## src/rtl/core/r12u_pkg.sv

```systemverilog
// ----------------------------------------------------------------------------
// r12u_pkg
// Shared types and constants for the packed raw12 unpacker with RGGB split.
// ----------------------------------------------------------------------------
`default_nettype none

package r12u_pkg;

	localparam int BYTE_W  = 8;
	localparam int PIX_W   = 12;
	localparam int CHAN_W  = 2;
	localparam int INDEX_W = 24;
	localparam int REG_W   = 14;
	localparam int CFG_IDX_W = 2;
	// Effective dimension width: holds any clamped width or height up to 65536.
	localparam int DIM_W   = 17;

	localparam logic [3:0] NIBBLE_MASK = 4'hF;

	localparam logic [CFG_IDX_W-1:0] CFG_LINE_WIDTH   = 2'd0;
	localparam logic [CFG_IDX_W-1:0] CFG_FRAME_HEIGHT = 2'd1;

	localparam logic [REG_W-1:0] LINE_WIDTH_RST   = 14'd1920;
	localparam logic [REG_W-1:0] FRAME_HEIGHT_RST = 14'd1080;

	typedef enum logic [1:0] {
		PH_FIRST  = 2'd0,
		PH_SECOND = 2'd1,
		PH_THIRD  = 2'd2
	} phase_t;

	// Position tag of one pixel.
	typedef struct packed {
		logic [CHAN_W-1:0]  bayer_channel;
		logic [INDEX_W-1:0] plane_index;
		logic               frame_end;
	} pos_t;

	// One finished result item.
	typedef struct packed {
		logic [PIX_W-1:0] pixel_value;
		pos_t             pos;
	} result_t;

endpackage

`default_nettype wire

```

## src/rtl/core/r12u_byte_if.sv

```systemverilog
// ----------------------------------------------------------------------------
// r12u_byte_if
// Valid/ready channel carrying one packed raw byte per item.
// ----------------------------------------------------------------------------
`default_nettype none

interface r12u_byte_if;
	logic       valid;
	logic       ready;
	logic [7:0] raw_byte;

	modport source (output valid, output raw_byte, input ready);
	modport sink   (input valid, input raw_byte, output ready);
endinterface

`default_nettype wire

```

## src/rtl/core/r12u_pix_if.sv

```systemverilog
// ----------------------------------------------------------------------------
// r12u_pix_if
// Valid/ready channel carrying one unpacked pixel with its Bayer tag per item.
// ----------------------------------------------------------------------------
`default_nettype none

interface r12u_pix_if;
	logic        valid;
	logic        ready;
	logic [11:0] pixel_value;
	logic [1:0]  bayer_channel;
	logic [23:0] plane_index;
	logic        frame_end;

	modport source (output valid, output pixel_value, output bayer_channel,
		output plane_index, output frame_end, input ready);
	modport sink   (input valid, input pixel_value, input bayer_channel,
		input plane_index, input frame_end, output ready);
endinterface

`default_nettype wire

```

## src/rtl/core/r12u_unpack.sv

```systemverilog
// ----------------------------------------------------------------------------
// r12u_unpack
// Three-byte group sequencer: assembles two 12-bit pixels per group.
// ----------------------------------------------------------------------------
`default_nettype none

module r12u_unpack (
	input  wire logic                          clk,
	input  wire logic                          arst_n,
	input  wire logic                          step,
	input  wire logic [r12u_pkg::BYTE_W-1:0]   raw_byte,
	output logic                               pix_valid,
	output logic [r12u_pkg::PIX_W-1:0]         pixel
);
	import r12u_pkg::*;

	phase_t             phase_q;
	phase_t             phase_next;
	logic [BYTE_W-1:0]  held_q;

	always_comb begin
		case (phase_q)
			PH_FIRST:  phase_next = PH_SECOND;
			PH_SECOND: phase_next = PH_THIRD;
			PH_THIRD:  phase_next = PH_FIRST;
			default:   phase_next = PH_FIRST;
		endcase
	end

	always_comb begin
		case (phase_q)
			PH_FIRST: begin
				pix_valid = 1'b0;
				pixel     = '0;
			end
			PH_SECOND: begin
				pix_valid = 1'b1;
				pixel     = {held_q, raw_byte[7:4]};
			end
			PH_THIRD: begin
				pix_valid = 1'b1;
				pixel     = {held_q[3:0] & NIBBLE_MASK, raw_byte};
			end
			default: begin
				pix_valid = 1'b0;
				pixel     = '0;
			end
		endcase
	end

	always_ff @(posedge clk or negedge arst_n) begin
		if (!arst_n) begin
			phase_q <= PH_FIRST;
			held_q  <= '0;
		end else if (step) begin
			phase_q <= phase_next;
			// keep the byte: the third byte is never needed later
			if (phase_q != PH_THIRD) begin
				held_q <= raw_byte;
			end
		end
	end

endmodule

`default_nettype wire

```

## src/rtl/core/r12u_track.sv

```systemverilog
// ----------------------------------------------------------------------------
// r12u_track
// Column/row tracker: Bayer tag, plane index and end of frame per pixel.
// ----------------------------------------------------------------------------
`default_nettype none

module r12u_track #(
	parameter int MAX_WIDTH  = 8192,
	parameter int MAX_HEIGHT = 8192
) (
	input  wire logic                         clk,
	input  wire logic                         arst_n,
	input  wire logic                         advance,
	input  wire logic [r12u_pkg::DIM_W-1:0]   eff_width,
	input  wire logic [r12u_pkg::DIM_W-1:0]   eff_height,
	output r12u_pkg::pos_t                    pos
);
	import r12u_pkg::*;

	localparam int CW = (MAX_WIDTH  > 2) ? $clog2(MAX_WIDTH)  : 1;
	localparam int RW = (MAX_HEIGHT > 2) ? $clog2(MAX_HEIGHT) : 1;
	localparam int XW = DIM_W + 1;

	logic [CW-1:0]      col_q;
	logic [RW-1:0]      row_q;
	logic [INDEX_W-1:0] red_pairs_q;
	logic [INDEX_W-1:0] blue_pairs_q;
	logic               odd_col;
	logic               odd_row;
	logic               last_col;
	logic               last_row;
	logic               fend;

	assign odd_col  = col_q[0];
	assign odd_row  = row_q[0];
	assign last_col = (XW'(col_q) + XW'(1)) >= XW'(eff_width);
	assign last_row = (XW'(row_q) + XW'(1)) >= XW'(eff_height);
	assign fend     = last_col && last_row;

	assign pos.bayer_channel = {odd_row, odd_col};
	assign pos.plane_index   = odd_row ? blue_pairs_q : red_pairs_q;
	assign pos.frame_end     = fend;

	always_ff @(posedge clk or negedge arst_n) begin
		if (!arst_n) begin
			col_q        <= '0;
			row_q        <= '0;
			red_pairs_q  <= '0;
			blue_pairs_q <= '0;
		end else if (advance) begin
			if (fend) begin
				col_q        <= '0;
				row_q        <= '0;
				red_pairs_q  <= '0;
				blue_pairs_q <= '0;
			end else begin
				if (odd_col && odd_row) begin
					blue_pairs_q <= blue_pairs_q + 1'b1;
				end
				if (odd_col && !odd_row) begin
					red_pairs_q <= red_pairs_q + 1'b1;
				end
				if (last_col) begin
					col_q <= '0;
					row_q <= row_q + 1'b1;
				end else begin
					col_q <= col_q + 1'b1;
				end
			end
		end
	end

endmodule

`default_nettype wire

```

## src/rtl/core/raw12_unpack_bayer_split.sv

```systemverilog
// ----------------------------------------------------------------------------
// raw12_unpack_bayer_split
// Packed 12-bit raw unpacker that tags each pixel with its RGGB plane.
// ----------------------------------------------------------------------------
//
//   channel        dir   handshake      payload
//   raw_stream     in    valid/ready    raw_byte[7:0]
//   pixel_stream   out   valid/ready    pixel_value[11:0], bayer_channel[1:0],
//                                       plane_index[23:0], frame_end
//   cfg            in    cfg_we         cfg_index[1:0], cfg_data[13:0]
//
// One byte is taken per cycle while the input is not stalled; every three
// bytes give two pixels. The pixel completed by an accepted byte is in
// the output register in the cycle after the byte is taken. The input
// stalls only when the output register holds a pixel the sink does not
// take. Reset clears the byte phase, all counters and the output valid,
// and loads width 1920 and height 1080.
// ----------------------------------------------------------------------------
`default_nettype none

module raw12_unpack_bayer_split #(
	parameter int MAX_WIDTH  = 8192,
	parameter int MAX_HEIGHT = 8192
) (
	input  wire logic                              clk,
	input  wire logic                              arst_n,
	r12u_byte_if.sink                              raw_stream,
	r12u_pix_if.source                             pixel_stream,
	input  wire logic                              cfg_we,
	input  wire logic [r12u_pkg::CFG_IDX_W-1:0]    cfg_index,
	input  wire logic [r12u_pkg::REG_W-1:0]        cfg_data
);
	import r12u_pkg::*;

	localparam logic [DIM_W-1:0] MaxW = DIM_W'(MAX_WIDTH);
	localparam logic [DIM_W-1:0] MaxH = DIM_W'(MAX_HEIGHT);

	logic [REG_W-1:0]  line_width_q;
	logic [REG_W-1:0]  frame_height_q;
	logic [DIM_W-1:0]  width_clamp;
	logic [DIM_W-1:0]  eff_width;
	logic [DIM_W-1:0]  eff_height;

	logic              accept;
	logic              pix_valid;
	logic [PIX_W-1:0]  pixel;
	pos_t              pos;

	logic              out_valid_q;
	result_t           res_q;

	// Configuration registers; unknown indexes are dropped.
	always_ff @(posedge clk or negedge arst_n) begin
		if (!arst_n) begin
			line_width_q   <= LINE_WIDTH_RST;
			frame_height_q <= FRAME_HEIGHT_RST;
		end else if (cfg_we) begin
			case (cfg_index)
				CFG_LINE_WIDTH:   line_width_q   <= cfg_data;
				CFG_FRAME_HEIGHT: frame_height_q <= cfg_data;
				default: ;
			endcase
		end
	end

	// Clamp width into 2..MAX_WIDTH, then force it even.
	always_comb begin
		width_clamp = DIM_W'(line_width_q);
		if (width_clamp < DIM_W'(2)) begin
			width_clamp = DIM_W'(2);
		end
		if (width_clamp > MaxW) begin
			width_clamp = MaxW;
		end
		eff_width = {width_clamp[DIM_W-1:1], 1'b0};
	end

	// Clamp height into 2..MAX_HEIGHT.
	always_comb begin
		eff_height = DIM_W'(frame_height_q);
		if (eff_height < DIM_W'(2)) begin
			eff_height = DIM_W'(2);
		end
		if (eff_height > MaxH) begin
			eff_height = MaxH;
		end
	end

	// Take a byte whenever the output register is empty or being drained.
	assign raw_stream.ready = !out_valid_q || pixel_stream.ready;
	assign accept           = raw_stream.valid && raw_stream.ready;

	r12u_unpack u_unpack (
		.clk       (clk),
		.arst_n    (arst_n),
		.step      (accept),
		.raw_byte  (raw_stream.raw_byte),
		.pix_valid (pix_valid),
		.pixel     (pixel)
	);

	// Advance the position only on bytes that complete a pixel.
	r12u_track #(
		.MAX_WIDTH  (MAX_WIDTH),
		.MAX_HEIGHT (MAX_HEIGHT)
	) u_track (
		.clk        (clk),
		.arst_n     (arst_n),
		.advance    (accept && pix_valid),
		.eff_width  (eff_width),
		.eff_height (eff_height),
		.pos        (pos)
	);

	// Output register: load a new pixel, hold on stall, drop once taken.
	always_ff @(posedge clk or negedge arst_n) begin
		if (!arst_n) begin
			out_valid_q <= 1'b0;
		end else if (accept && pix_valid) begin
			out_valid_q <= 1'b1;
		end else if (pixel_stream.ready) begin
			out_valid_q <= 1'b0;
		end
	end

	always_ff @(posedge clk) begin
		if (accept && pix_valid) begin
			res_q.pixel_value <= pixel;
			res_q.pos         <= pos;
		end
	end

	assign pixel_stream.valid         = out_valid_q;
	assign pixel_stream.pixel_value   = res_q.pixel_value;
	assign pixel_stream.bayer_channel = res_q.pos.bayer_channel;
	assign pixel_stream.plane_index   = res_q.pos.plane_index;
	assign pixel_stream.frame_end     = res_q.pos.frame_end;

endmodule

`default_nettype wire

```

## src/flat_wrapper.sv

```systemverilog
// flat-port wrapper written by rule: the top's interface ports become plain ports
module raw12_unpack_bayer_split_flat import r12u_pkg::*;
#(
	parameter int MAX_WIDTH  = 8192,
	parameter int MAX_HEIGHT = 8192
)
  (clk, arst_n, cfg_we, cfg_index, cfg_data, raw_stream_valid, raw_stream_raw_byte, raw_stream_ready, pixel_stream_valid, pixel_stream_pixel_value, pixel_stream_bayer_channel, pixel_stream_plane_index, pixel_stream_frame_end, pixel_stream_ready);
  r12u_byte_if raw_stream_i ();
  r12u_pix_if pixel_stream_i ();
  input  wire logic clk;
  input  wire logic arst_n;
  input  wire logic cfg_we;
  input  wire logic [r12u_pkg::CFG_IDX_W-1:0] cfg_index;
  input  wire logic [r12u_pkg::REG_W-1:0] cfg_data;
  input wire logic [$bits(raw_stream_i.valid)-1:0] raw_stream_valid;
  input wire logic [$bits(raw_stream_i.raw_byte)-1:0] raw_stream_raw_byte;
  output wire logic [$bits(raw_stream_i.ready)-1:0] raw_stream_ready;
  output wire logic [$bits(pixel_stream_i.valid)-1:0] pixel_stream_valid;
  output wire logic [$bits(pixel_stream_i.pixel_value)-1:0] pixel_stream_pixel_value;
  output wire logic [$bits(pixel_stream_i.bayer_channel)-1:0] pixel_stream_bayer_channel;
  output wire logic [$bits(pixel_stream_i.plane_index)-1:0] pixel_stream_plane_index;
  output wire logic [$bits(pixel_stream_i.frame_end)-1:0] pixel_stream_frame_end;
  input wire logic [$bits(pixel_stream_i.ready)-1:0] pixel_stream_ready;
  assign raw_stream_i.valid = raw_stream_valid;
  assign raw_stream_i.raw_byte = raw_stream_raw_byte;
  assign raw_stream_ready = raw_stream_i.ready;
  assign pixel_stream_valid = pixel_stream_i.valid;
  assign pixel_stream_pixel_value = pixel_stream_i.pixel_value;
  assign pixel_stream_bayer_channel = pixel_stream_i.bayer_channel;
  assign pixel_stream_plane_index = pixel_stream_i.plane_index;
  assign pixel_stream_frame_end = pixel_stream_i.frame_end;
  assign pixel_stream_i.ready = pixel_stream_ready;
  raw12_unpack_bayer_split #(.MAX_WIDTH(MAX_WIDTH), .MAX_HEIGHT(MAX_HEIGHT)) u_core (.clk(clk), .arst_n(arst_n), .raw_stream(raw_stream_i), .pixel_stream(pixel_stream_i), .cfg_we(cfg_we), .cfg_index(cfg_index), .cfg_data(cfg_data));
endmodule
```

## config.mk

```make
export PLATFORM = sky130hd
export DESIGN_NAME = raw12_unpack_bayer_split_flat
export DESIGN_NICKNAME = d
export VERILOG_FILES = /design/src/rtl/core/r12u_pkg.sv /design/src/rtl/core/r12u_byte_if.sv /design/src/rtl/core/r12u_pix_if.sv /design/src/rtl/core/r12u_unpack.sv /design/src/rtl/core/r12u_track.sv /design/src/rtl/core/raw12_unpack_bayer_split.sv /design/src/flat_wrapper.sv
export SDC_FILE = /design/constraint.sdc
export NUM_CORES = 1
export LEC_CHECK = 0
export BUFFER_PORTS_ARGS = -buffer_cell sky130_fd_sc_hd__buf_4
export CAP_MARGIN = 25
export CORE_UTILIZATION = 55
export DETAILED_ROUTE_END_ITERATION = 10
export GPL_TIMING_DRIVEN = 0
export PLACE_DENSITY = 0.86
export SLEW_MARGIN = 20
export SYNTH_ARGS = -nofsm -noshare
export SYNTH_HDL_FRONTEND = slang
export SYNTH_HIERARCHICAL = 1
export SYNTH_SLANG_ARGS = --single-unit
```

## constraint.sdc

```tcl
create_clock -name clk -period 6.58 [get_ports clk]
set_input_delay 0.987 -clock clk [delete_from_list [all_inputs] [get_ports clk]]
set_output_delay 0.987 -clock clk [all_outputs]
set_load 0.02 [all_outputs]
```

==> flow_summary_export.csv <==
group,metric,value,unit
outcome,run_status,"finished, final reports clean",
global_routing,grtUsageTotal,0.262,
global_routing,via_count_of_the_first_global_routing_pass,6630,
floorplanning,core_area,15200,µm²
logic_synthesis,post-synth-top-count-cell,"sky130_fd_sc_hd__dfrtp_1",
route,drtPass1Iterations,5,
place,portBuffers,69,
logic_synthesis,postSynthRegisterBits,152,
floorplanning,floorplan.die_area,16100,µm²
logic_synthesis,yosys_most_used_dff,"sky130_fd_sc_hd__dfrtp_1",
sta,tightest_slew,696,ps
sta,final_min_period_over_clock_period,0.638,
worst_setup_path,highest_fanout_seen_on_the_critical_path,10,
finish,sequential_cell_area,4010,µm²
floorplanning,die_x,127,µm
cts,post_cts.repair.setup_buffers,0,
sta,fin_setup_tns,0,ps
route,via_per_inst,6.11,
logic_synthesis,number_of_synthesized_flops_with_an_enable_pin,39,
cts,path_clk_slew,60,ps
global_routing,grt_overflow_total,0,
global_routing,grt_antenna_before_repair,0,
min_path,holdCritPathClass,"in -> async",
finish,n_fill_cell,1123,
sta,max_freq,238,MHz
global_routing,first_pass_grt_wire_length,32900,µm
worst_setup_path,timing.critical_path.required,6920,ps
run,maxCapViolations,0,
sta,finalSetupViolCount,0,
sta,finalHoldViolCount,0,
sta,finalWorstPathRequiredPeriod,4200,ps
logic_synthesis,yosys.area.top_type_share,0.306,
logic_synthesis,ys_warn_count,6,
floorplanning,initial_utilization,0.565,
logic_synthesis,synth_cell_types,71,
logic_synthesis,postSynthCellCount,796,
sta,grt_setup_unrepaired,"false",
cts,cts-root-buf,"sky130_fd_sc_hd__clkbuf_16",
cts,cts_made_buffers,17,
floorplanning,io_pins,70,
route,met3_length,1150,µm
finish,net_count_of_the_finished_layout,957,
route,post_drt_wl_per_cell,18.1,µm
finish,area_growth,17.0,%
route,remaining_drc_errors,0,
power,worst_ir_drop_vdd,0.000241,V
route,num_vias,6682,
worst_setup_path,timing_worst_setup_path_type,"reg -> reg",
route,maxUsedRoutingLayer,"met4",
logic_synthesis,largest_cells_by_area_after_synthesis,"sky130_fd_sc_hd__dfrtp_1 31%, sky130_fd_sc_hd__edfxtp_1 14%, sky130_fd_sc_hd__mux2_2 6.7%",
worst_setup_path,critical_path_arrival,4540,ps
place,post-dp-hpwl,13600,µm
sta,final_max_slew_viol_count,0,
cts,post_cts.resized_instances,0,
route,drtIter0Drc,682,
power,pwr_density_cell,336,nW/µm²
logic_synthesis,synth.cells.most_frequent,"105 x sky130_fd_sc_hd__dfrtp_1, 54 x sky130_fd_sc_hd__nand2_1, 51 x sky130_fd_sc_hd__mux2_2",
route,detail_route.wirelength.met1,8530,µm
cts,clk_path_buf_depth,2,
logic_synthesis,synth.avg_cell_area,10.8,µm²
finish,fraction_of_layout_cells_with_a_size_suffix_above_1,0.251,
route,route.final.wire_length,19800,µm
worst_setup_path,startpoint_type,"register",
place,dpl-instance-area,9430,µm²
cts,tritoncts,"done",
power,power.leakage,4.24,nW
global_routing,grt_max_degree,74,
worst_setup_path,critical_path.endpoint_type,"register",
route,antenna_left,0,
finish,postLayoutCellArea,10100,µm²
logic_synthesis,netlist.top_cell.by_area,"sky130_fd_sc_hd__dfrtp_1",
cts,postCtsHoldBufs,0,
floorplanning,num_rows,45,
finish,multi_input_area,4200,µm²
floorplanning,chipHeight,127,µm
logic_synthesis,synth_seq_area_share,0.467,
route,dr_wl_met2,9700,µm
logic_synthesis,post_synth_instance_area,8590,µm²
logic_synthesis,synthArstFlopShare,0.743,
place,placer_congestion_estimate,0.877,
cts,clock-sinks,152,
sta,slew_headroom,0.535,
cts,insertion_delay,420,ps
sta,skew_final,5.85,ps
finish,antennaDiodeCount,0,
cts,clock_tree.htree_level_count,4,
report_power, final:
group	switching (mW)	internal (mW)
combinational	0.586	0.441
sequential	0.130	1.19
clock	0.382	0.643
total	1.10	2.28
per-layer routing:
| layer | vias to the layer above | global-route usage |
|---|---|---|
| li1 | 3114 | - |
| met1 | 3283 | 0.339 |
| met2 | 244 | 0.429 |
| met3 | 41 | 0.0553 |
| met4 | 0 | 0.113 |
| met5 | - | 0 |
worst paths after layout:
check,startpoint,to,slack (ps),cells past startpoint
worst max register to register,u_core/u_track/row_q[0],u_core/u_track/blue_pairs_q[18],2380,14
min in group clk,u_core/u_track/blue_pairs_q[10],u_core/u_track/blue_pairs_q[10],510,1
worst min register to register,u_core/u_track/blue_pairs_q[10],u_core/u_track/blue_pairs_q[10],510,1
worst min-delay path,arst_n,u_core/line_width_q[4],480,1
worst max-delay path,u_core/u_track/row_q[0],u_core/u_track/blue_pairs_q[18],2380,14
max in group asynchronous,arst_n,u_core/u_track/red_pairs_q[11],5390,2
per-stage QoR:
| stage | std cells | utilization | total power, mW | hold slack (ps) | setup WS, ps |
|---|---|---|---|---|---|
| after floorplan | 802 | - | 1.99 | 468 | 1700 |
| after global placement | 1059 | 0.616 | 2.29 | 493 | 420 |
| after detailed placement | 1061 | 0.621 | 2.35 | 500 | 2540 |
| after CTS | 1093 | 0.661 | 3.39 | 482 | 2480 |
| after global routing | 1093 | 0.661 | 3.55 | 493 | 2170 |
| final | 1093 | 0.661 | 3.38 | 478 | 2380 |
worst max-delay path, stage by stage (launching register included):
cell and delay (ps):
sky130_fd_sc_hd__dfrtp_1 570, sky130_fd_sc_hd__ha_1 320, sky130_fd_sc_hd__and3_1 210, sky130_fd_sc_hd__and3_1 250, sky130_fd_sc_hd__nand3_1 300, sky130_fd_sc_hd__nor2_1 280
sky130_fd_sc_hd__xor2_1 180, sky130_fd_sc_hd__ha_1 260, sky130_fd_sc_hd__a21oi_1 130, sky130_fd_sc_hd__o21ai_0 100, sky130_fd_sc_hd__a21o_1 220, sky130_fd_sc_hd__a22oi_2 430
sky130_fd_sc_hd__clkbuf_1 540, sky130_fd_sc_hd__o21ai_0 220, sky130_fd_sc_hd__o221ai_1 100
sequential cells by signal, summed over array words and instances (netlist names):
name	count
u_core/u_track/blue_pairs_q	24
u_core/u_unpack/held_q	8
u_core/u_track/red_pairs_q	24
u_core/line_width_q	14
u_core/pixel_stream.bayer_channel	2
u_core/u_track/row_q	13
u_core/u_track/col_q	13
u_core/pixel_stream.pixel_value	12
u_core/frame_height_q	14
u_core/pixel_stream.plane_index	24
u_core/u_unpack/phase_q	2
u_core/pixel_stream.frame_end	1
u_core/pixel_stream.valid	1
area by class of cell:
cell class / count / share of cell area
buffer: 39 / 0.0222
clock inverter: 12 / 0.0173
inverter: 50 / 0.0187
tap: 188 / 0.0234
sequential: 152 / 0.399
multi-input combinational: 561 / 0.418
timing repair buffer: 71 / 0.0574
clock buffer: 20 / 0.0444
placed cells by master (no fill, tap or decap), types with 13 or more instances in the layout:
cell type,instances
sky130_fd_sc_hd__dfrtp_1,105
sky130_fd_sc_hd__mux2_2,51
sky130_fd_sc_hd__o211ai_1,20
sky130_fd_sc_hd__o31ai_1,21
sky130_fd_sc_hd__clkbuf_1,18
sky130_fd_sc_hd__nor2b_1,35
sky130_fd_sc_hd__ha_1,36
sky130_fd_sc_hd__o21ai_0,29
sky130_fd_sc_hd__edfxtp_1,39
sky130_fd_sc_hd__buf_2,13
sky130_fd_sc_hd__nand3_1,37
sky130_fd_sc_hd__buf_4,72
sky130_fd_sc_hd__nand2_1,54
sky130_fd_sc_hd__nor2_1,26
sky130_fd_sc_hd__clkbuf_16,17
sky130_fd_sc_hd__nand4_1,18
sky130_fd_sc_hd__inv_1,50
sky130_fd_sc_hd__nor3_1,26
logic make-up after synthesis:
logic type,count (synthesis),synth area share
DFF,152,0.467
AOI/OAI and AO/OA,158,0.140
and+or+nand+nor,267,0.175
xor gates and xnor gates,22,0.0224
adders and majority gates,36,0.0524
muxes,71,0.0949
other,1,0.000436
buffers and inverters,89,0.0478
Note: power is estimated with default switching activity, not from simulation.
